[config.mk]
export PLATFORM = sky130hd
export DESIGN_NAME = key_press_and_wheel_classifier
export DESIGN_NICKNAME = d
export VERILOG_FILES = /design/src/hdl/kpwc_pkg.sv /design/src/hdl/kpwc_key.sv /design/src/hdl/kpwc_wheel.sv /design/src/hdl/key_press_and_wheel_classifier.sv
export SDC_FILE = /design/constraint.sdc
export NUM_CORES = 1
export LEC_CHECK = 0
export BUFFER_PORTS_ARGS = -buffer_cell sky130_fd_sc_hd__buf_4
export CAP_MARGIN = 40
export CORE_MARGIN = 3
export CORE_UTILIZATION = 45
export DETAILED_ROUTE_END_ITERATION = 16
export PLACE_DENSITY = 0.63
export SYNTH_ARGS = -nofsm -noshare
export SYNTH_HDL_FRONTEND = slang
export SYNTH_HIERARCHICAL = 1
export SYNTH_SLANG_ARGS = --single-unit
[constraint.sdc]
create_clock -name clk -period 4.3 [get_ports clk]
set_clock_uncertainty 0.1 [all_clocks]
set_input_delay 0.86 -clock clk [delete_from_list [all_inputs] [get_ports clk]]
set_output_delay 0.86 -clock clk [all_outputs]
set_load 0.01 [all_outputs]
[src/hdl/kpwc_pkg.sv]
// Shared types and constants for the key press and wheel classifier.
package kpwc_pkg;

  localparam int KEY_COUNT    = 3;
  localparam int TICK_BITS    = 16;
  localparam int REPEAT_TICKS = 50;
  localparam int REP_BITS     = (REPEAT_TICKS > 1) ? $clog2(REPEAT_TICKS) : 1;

  localparam int DEBOUNCE_BITS = 10;
  localparam int LONG_BITS     = 14;
  localparam int CFG_DATA_BITS = 14;
  localparam int CFG_IDX_BITS  = 2;

  localparam logic [KEY_COUNT-1:0]     REPEAT_MASK_RESET = KEY_COUNT'(3);
  localparam logic [DEBOUNCE_BITS-1:0] DEBOUNCE_RESET    = DEBOUNCE_BITS'(20);
  localparam logic [LONG_BITS-1:0]     LONG_PRESS_RESET  = LONG_BITS'(200);

  typedef enum logic [CFG_IDX_BITS-1:0] {
    CFG_REPEAT_MASK = 2'd0,
    CFG_DEBOUNCE    = 2'd1,
    CFG_LONG_PRESS  = 2'd2
  } cfg_reg_t;

  typedef enum logic [1:0] {
    PH_IDLE   = 2'd0,
    PH_FILTER = 2'd1,
    PH_PRESS  = 2'd2,
    PH_LONG   = 2'd3
  } key_phase_t;

  typedef struct packed {
    logic                     rep_en;
    logic [DEBOUNCE_BITS-1:0] debounce;
    logic [LONG_BITS-1:0]     long_press;
  } key_cfg_t;

  typedef struct packed {
    logic short_press;
    logic long_press;
  } key_evt_t;

  typedef struct packed {
    logic up;
    logic down;
  } wheel_evt_t;

endpackage

[src/hdl/kpwc_key.sv]
// Per-key phase machine with tick counter and repeat residue.
module kpwc_key (
  input  logic               clk,
  input  logic               rst,
  input  logic               advance,
  input  logic               pressed,
  input  kpwc_pkg::key_cfg_t cfg,
  output kpwc_pkg::key_evt_t evt
);
  import kpwc_pkg::*;

  key_phase_t           phase;
  key_phase_t           phase_next;
  logic [TICK_BITS-1:0] ticks;
  logic [TICK_BITS-1:0] ticks_next;
  logic [REP_BITS-1:0]  residue;
  logic [REP_BITS-1:0]  residue_next;
  logic [TICK_BITS-1:0] ticks_bump;
  logic [REP_BITS-1:0]  residue_bump;

  always_comb begin
    ticks_bump = TICK_BITS'(ticks + 1'b1);
    if (ticks == '1 || residue == REP_BITS'(REPEAT_TICKS - 1)) begin
      residue_bump = '0;
    end else begin
      residue_bump = REP_BITS'(residue + 1'b1);
    end
  end

  always_comb begin
    ticks_next   = ticks;
    residue_next = residue;
    if (phase == PH_IDLE) begin
      if (!pressed) begin
        ticks_next   = '0;
        residue_next = '0;
      end
    end else if (pressed) begin
      ticks_next   = ticks_bump;
      residue_next = residue_bump;
    end
  end

  always_comb begin
    phase_next = phase;
    unique case (phase)
      PH_IDLE: begin
        if (pressed) phase_next = PH_FILTER;
      end
      PH_FILTER: begin
        if (!pressed) phase_next = PH_IDLE;
        if (ticks_next >= TICK_BITS'(cfg.debounce)) phase_next = PH_PRESS;
      end
      PH_PRESS: begin
        if (!pressed) phase_next = PH_IDLE;
        if (ticks_next > TICK_BITS'(cfg.long_press)) phase_next = PH_LONG;
      end
      PH_LONG: begin
        if (!pressed) phase_next = PH_IDLE;
      end
    endcase
  end

  always_comb begin
    evt = '0;
    unique case (phase)
      PH_IDLE, PH_FILTER: evt = '0;
      PH_PRESS: begin
        evt.short_press = !pressed;
        evt.long_press  = ticks_next > TICK_BITS'(cfg.long_press);
      end
      PH_LONG: begin
        evt.long_press = cfg.rep_en && (residue_next == '0);
      end
    endcase
  end

  always_ff @(posedge clk) begin
    if (rst) begin
      phase   <= PH_IDLE;
      ticks   <= '0;
      residue <= '0;
    end else if (advance) begin
      phase   <= phase_next;
      ticks   <= ticks_next;
      residue <= residue_next;
    end
  end

endmodule

[src/hdl/kpwc_wheel.sv]
// Wheel step decoder: arm on pin A low, report on pin A high.
module kpwc_wheel (
  input  logic                 clk,
  input  logic                 rst,
  input  logic                 advance,
  input  logic                 pin_a,
  input  logic                 pin_b,
  output kpwc_pkg::wheel_evt_t evt
);
  import kpwc_pkg::*;

  logic armed;
  logic armed_next;

  always_comb begin
    armed_next = armed;
    evt        = '0;
    if (!armed) begin
      if (!pin_a) armed_next = 1'b1;
    end else if (pin_a) begin
      evt.up     = !pin_b;
      evt.down   = pin_b;
      armed_next = 1'b0;
    end
  end

  always_ff @(posedge clk) begin
    if (rst) begin
      armed <= 1'b0;
    end else if (advance) begin
      armed <= armed_next;
    end
  end

endmodule

[src/hdl/key_press_and_wheel_classifier.sv]
// Each accepted word yields its result word at the output register in the next cycle.
// Throughput: one word per cycle while the output is not stalled; the per-key and wheel logic is a single pass.
// in_ready drops only while a result word is held and out_ready is low.
// Reset clears key phases, counters, wheel arming and the result valid flag,
// and loads the configuration registers with their default values.
module key_press_and_wheel_classifier (
  input  logic                          clk,
  input  logic                          rst,
  input  logic                          in_valid,
  output logic                          in_ready,
  input  logic [kpwc_pkg::KEY_COUNT-1:0] key_levels,
  input  logic                          wheel_a,
  input  logic                          wheel_b,
  output logic                          out_valid,
  input  logic                          out_ready,
  output logic [kpwc_pkg::KEY_COUNT-1:0] short_press_mask,
  output logic [kpwc_pkg::KEY_COUNT-1:0] long_press_mask,
  output logic                          wheel_up,
  output logic                          wheel_down,
  input  logic                          cfg_we,
  input  logic [kpwc_pkg::CFG_IDX_BITS-1:0]  cfg_index,
  input  logic [kpwc_pkg::CFG_DATA_BITS-1:0] cfg_data
);
  import kpwc_pkg::*;

  logic [KEY_COUNT-1:0]     repeat_enable_mask;
  logic [DEBOUNCE_BITS-1:0] debounce_ticks;
  logic [LONG_BITS-1:0]     long_press_ticks;
  logic                     advance;
  logic [KEY_COUNT-1:0]     short_evt;
  logic [KEY_COUNT-1:0]     long_evt;
  wheel_evt_t               wheel_evt;

  assign in_ready = !out_valid || out_ready;
  assign advance  = in_valid && in_ready;

  always_ff @(posedge clk) begin
    if (rst) begin
      repeat_enable_mask <= REPEAT_MASK_RESET;
      debounce_ticks     <= DEBOUNCE_RESET;
      long_press_ticks   <= LONG_PRESS_RESET;
    end else if (cfg_we) begin
      unique case (cfg_index)
        CFG_REPEAT_MASK: repeat_enable_mask <= cfg_data[KEY_COUNT-1:0];
        CFG_DEBOUNCE:    debounce_ticks     <= cfg_data[DEBOUNCE_BITS-1:0];
        CFG_LONG_PRESS:  long_press_ticks   <= cfg_data[LONG_BITS-1:0];
        default: ;
      endcase
    end
  end

  for (genvar i = 0; i < KEY_COUNT; i++) begin : g_key
    key_cfg_t kcfg;
    key_evt_t kevt;

    assign kcfg.rep_en     = repeat_enable_mask[i];
    assign kcfg.debounce   = debounce_ticks;
    assign kcfg.long_press = long_press_ticks;

    kpwc_key u_key (
      .clk     (clk),
      .rst     (rst),
      .advance (advance),
      .pressed (!key_levels[i]),
      .cfg     (kcfg),
      .evt     (kevt)
    );

    assign short_evt[i] = kevt.short_press;
    assign long_evt[i]  = kevt.long_press;
  end

  kpwc_wheel u_wheel (
    .clk     (clk),
    .rst     (rst),
    .advance (advance),
    .pin_a   (wheel_a),
    .pin_b   (wheel_b),
    .evt     (wheel_evt)
  );

  always_ff @(posedge clk) begin
    if (rst) begin
      out_valid <= 1'b0;
    end else if (in_ready) begin
      out_valid <= in_valid;
    end
  end

  always_ff @(posedge clk) begin
    if (advance) begin
      short_press_mask <= short_evt;
      long_press_mask  <= long_evt;
      wheel_up         <= wheel_evt.up;
      wheel_down       <= wheel_evt.down;
    end
  end

endmodule

==> Implementation_results.wiki <==
{| class="wikitable"
! Metric !! Value
|-
| Outcome || finished, final reports clean
|-
| Pre-Repair DR Iteration Count || 5
|-
| Net total in the final layout || 1223
|-
| Period utilization || 0.914
|-
| Cell type contributing the most total cell area after synthesis || sky130_fd_sc_hd__dfxtp_1
|-
| # resized after CTS || 0
|-
| Die extent in x || 146 µm
|-
| Post-synth top area share || 0.228
|-
| Final core utilization || 0.503
|-
| Quantity of I/O buffers inserted on ports || 35
|-
| Final setup violating endpoints || 0
|-
| Post-synth net total || 1222
|-
| Startpoint kind of the worst setup timing path || flop
|-
| Top FF cell, synth || sky130_fd_sc_hd__dfxtp_1
|-
| Cell with the largest stage delay on the worst path || sky130_fd_sc_hd__o31ai_1
|-
| Shortest clock period the worst path allows after layout || 3.93 ns
|-
| Global-route wire length before repair || 36200 µm
|-
| Fraction of synthesis flops using an asynchronous set or reset pin || 0
|-
| Clk_lat worst skew || 0.36 ns
|-
| CP Class || reg -> reg
|-
| Count of flip-flops with a built-in enable after synthesis || 8
|-
| Most common cell on crit path || sky130_fd_sc_hd__ha_1
|-
| Number of buffers between clock root and the deepest sink || 2
|-
| Area inside the core boundary || 19000 µm²
|-
| DRC viols || 0
|-
| Data required time at the worst endpoint || 4.32 ns
|-
| Remaining antenna violation count after routing || 0
|-
| # Post-CTS Setup Buffers || 0
|-
| Warnings from Yosys || 6
|-
| Ranking of synthesized cells by area || sky130_fd_sc_hd__dfxtp_1 23%, sky130_fd_sc_hd__ha_1 12%, sky130_fd_sc_hd__mux2i_1 7.1%
|-
| Total routing usage reported by global routing || 0.202
|-
| Chip height || 146 µm
|-
| Estimated wirelength of the detail-placed design || 16300 µm
|-
| Count of max-cap constraint violations || 0
|-
| Global-route congestion overflow total || 0
|-
| Share of power burned in registers || 0.463
|-
| Max-slew violation count || 0
|-
| Unrepaired setup endpoints after global routing || false
|-
| Max FO, Critical Path || 5
|-
| Synthesized area || 8870 µm²
|-
| Die area || 21400 µm²
|-
| Sum Neg Setup Slack || 0 ns
|-
| Level count of the clock H-tree || 3
|-
| Area of combinational cells with multiple inputs || 5780 µm²
|-
| Element type at the critical path end || flop
|-
| Register area || 2260 µm²
|-
| Number of sinks driven by the clock tree || 109
|-
| Boundary pin count || 36
|-
| Iteration-0 DRC count of the detailed router || 529
|-
| Antenna violations before repair || 0
|-
| Share of final-layout standard cells stronger than drive strength 1 || 0.106
|-
| Power per cell area || 250 nW/µm²
|-
| Highest cell delay on the worst timing path || 0.52 ns
|-
| Clock slew seen by the registers of the worst setup and hold paths || 0.08 ns
|-
| Cells after synthesis || 1112
|-
| Last weighted congestion value of the routability-driven placer || 0.893
|-
| Vias || 7834
|-
| Via count of the first global-routing pass || 7100
|-
| Number of clock buffers inserted by TritonCTS || 9
|-
| Cell-internal power || 1680 µW
|-
| Relative area change from synthesis to final layout || 7.71%
|-
| Data arrival time of the critical path || 3.95 ns
|-
| Starting density of the core || 0.467
|-
| Worst-Margin Slew || 0.546 ns
|-
| Largest net degree at the start of global routing || 93
|-
| Post-synth cell types || 78
|-
| Routed wire per std cell || 15.9 µm
|-
| Clock root cell || sky130_fd_sc_hd__clkbuf_16
|-
| Combinational cell fraction of total power || 0.172
|-
| Critical path cell sequence || ha_1, nand4_1, nor2_1, nand3_1, or2_2, a32o_1, ha_1, a21oi_1, nand2_1, a2111o_1, o31ai_1, o21ai_0, a31o_1
|-
| Wire length reported by the detailed router || 21900 µm
|-
| Net load switching power || 701 µW
|-
| Hold buffer count at cts || 0
|-
| Mean area per synthesized cell || 7.98 µm²
|-
| Fraction of the yosys area taken by sequential cells || 0.255
|-
| Sw frac || 0.294
|-
| Fill cells || 1892
|-
| Headroom to the max-slew limit || 0.626
|-
| Antenna Diode Count || 0
|-
| Clock tree from TritonCTS || built
|-
| Share of power burned in the clock network || 0.365
|-
| Placement Rows || 50
|-
| Hold violation count in the final report || 0
|-
| Routed vias/inst || 5.69
|-
| Worst-case vdd ir drop || 0.158 mV
|-
| Static Leak || 0.00380 µW
|-
| Count of state elements after synthesis || 109
|-
| Achievable Freq || 254 MHz
|-
| Kind of path behind the tightest hold check || reg -> reg
|}
worst paths after layout:
path	from	slack, ns	cells after the start	end
max	g_key[0].u_key/ticks[0]	0.37	13	long_press_mask[0]
min	repeat_enable_mask[2]	0.39	2	repeat_enable_mask[2]
max reg2reg	g_key[0].u_key/ticks[0]	0.37	13	long_press_mask[0]
min reg2reg	repeat_enable_mask[2]	0.39	2	repeat_enable_mask[2]
cell usage after synthesis, types with 9 or more instances:
library cell               count
sky130_fd_sc_hd__a211oi_1     27
sky130_fd_sc_hd__a21o_1        9
sky130_fd_sc_hd__a21oi_1      58
sky130_fd_sc_hd__a22oi_1       9
sky130_fd_sc_hd__a31oi_1      10
sky130_fd_sc_hd__a32o_1       15
sky130_fd_sc_hd__and3_1       10
sky130_fd_sc_hd__buf_1        11
sky130_fd_sc_hd__clkbuf_1     35
sky130_fd_sc_hd__clkbuf_8     12
sky130_fd_sc_hd__dfxtp_1     101
sky130_fd_sc_hd__ha_1         84
sky130_fd_sc_hd__inv_1        96
sky130_fd_sc_hd__mux2i_1      63
sky130_fd_sc_hd__nand2_1      87
sky130_fd_sc_hd__nand2b_1     59
sky130_fd_sc_hd__nand3_1      44
sky130_fd_sc_hd__nand4_1      34
sky130_fd_sc_hd__nor2_1      111
sky130_fd_sc_hd__nor3_1       10
sky130_fd_sc_hd__o211ai_1     13
sky130_fd_sc_hd__o21ai_0      34
sky130_fd_sc_hd__o22ai_1      11
cells in the final DEF (no fill, tap or decap), types with 11 or more instances in the layout:
master                     instances
sky130_fd_sc_hd__nand3_1          44
sky130_fd_sc_hd__inv_1            96
sky130_fd_sc_hd__mux2i_1          63
sky130_fd_sc_hd__nand4_1          34
sky130_fd_sc_hd__a211oi_1         27
sky130_fd_sc_hd__o21ai_0          34
sky130_fd_sc_hd__a32o_1           15
sky130_fd_sc_hd__nor2_1          111
sky130_fd_sc_hd__a21oi_1          58
sky130_fd_sc_hd__buf_4            62
sky130_fd_sc_hd__dfxtp_1         101
sky130_fd_sc_hd__nand2_1          87
sky130_fd_sc_hd__nand2b_1         59
sky130_fd_sc_hd__ha_1             84
sky130_fd_sc_hd__o22ai_1          11
sky130_fd_sc_hd__o211ai_1         13
state kept, by name, indices dropped and copies added, names as in the netlist:
name,count
repeat_enable_mask,3
u_wheel/armed,1
g_key.u_key/residue,18
short_press_mask,3
out_valid,1
g_key.u_key/ticks,48
long_press_ticks,14
long_press_mask,3
wheel_up,1
g_key.u_key/phase,6
debounce_ticks,10
wheel_down,1
cell type report:
class	count	share of cell area
flip-flops and latches	109	0.237
well taps	260	0.0340
multi-input cells	832	0.605
inverters	96	0.0377
clock buffers	10	0.0240
repair buffers	65	0.0552
clock inverters	6	0.00759
stage by stage:
stage | instances | cell area [µm²] | total power [µW] | setup slack [ns] | hold WS, ns
global route | 1378 | 9560 | 2510 | 0.185 | 0.430
floorplan | 1112 | 8870 | 1420 | 0.603 | 0.349
CTS | 1378 | 9560 | 2420 | 0.360 | 0.402
detailed placement | 1362 | 9260 | 1540 | 0.154 | 0.384
finish | 1378 | 9560 | 2390 | 0.369 | 0.393
global placement | 1360 | 9210 | 1530 | 0.228 | 0.382
worst max-delay path, delay by kind of cell (launching register included):
kind | cells | cell delay, ns
simple gates | 5 | 0.96
flops | 1 | 0.34
compound gates | 6 | 1.74
fa+ha+maj | 2 | 0.55
cell families after synthesis:
kind of cell	synth area share
AOI/OAI and AO/OA	0.205
xor gates and xnor gates	0.00296
adders and majority gates	0.118
buffers and inverters	0.0939
DFF	0.255
muxes	0.0795
and+or+nand+nor	0.245
power by group through the flow:
stage | combinational (µW) | clock, µW | sequential (µW)
2_1_floorplan | 315 | 0 | 1110
3_3_place_gp | 400 | 0 | 1130
3_5_place_dp | 409 | 0 | 1130
4_1_cts | 410 | 908 | 1100
5_1_grt | 457 | 943 | 1110
6_report | 409 | 871 | 1110
metal layers:
| layer | part of all wire | up-vias | GRT usage | routed length (µm) |
|---|---|---|---|---|
| li1 | - | 4023 | - | - |
| met1 | 0.49 | 3653 | 0.287 | 10700 |
| met2 | 0.47 | 141 | 0.328 | 10200 |
| met3 | 0.034 | 17 | 0.0282 | 743 |
| met4 | 0.0098 | 0 | 0.0437 | 215 |
| met5 | 0 | - | 0 | 0 |
(Power assumes the default switching activity.)
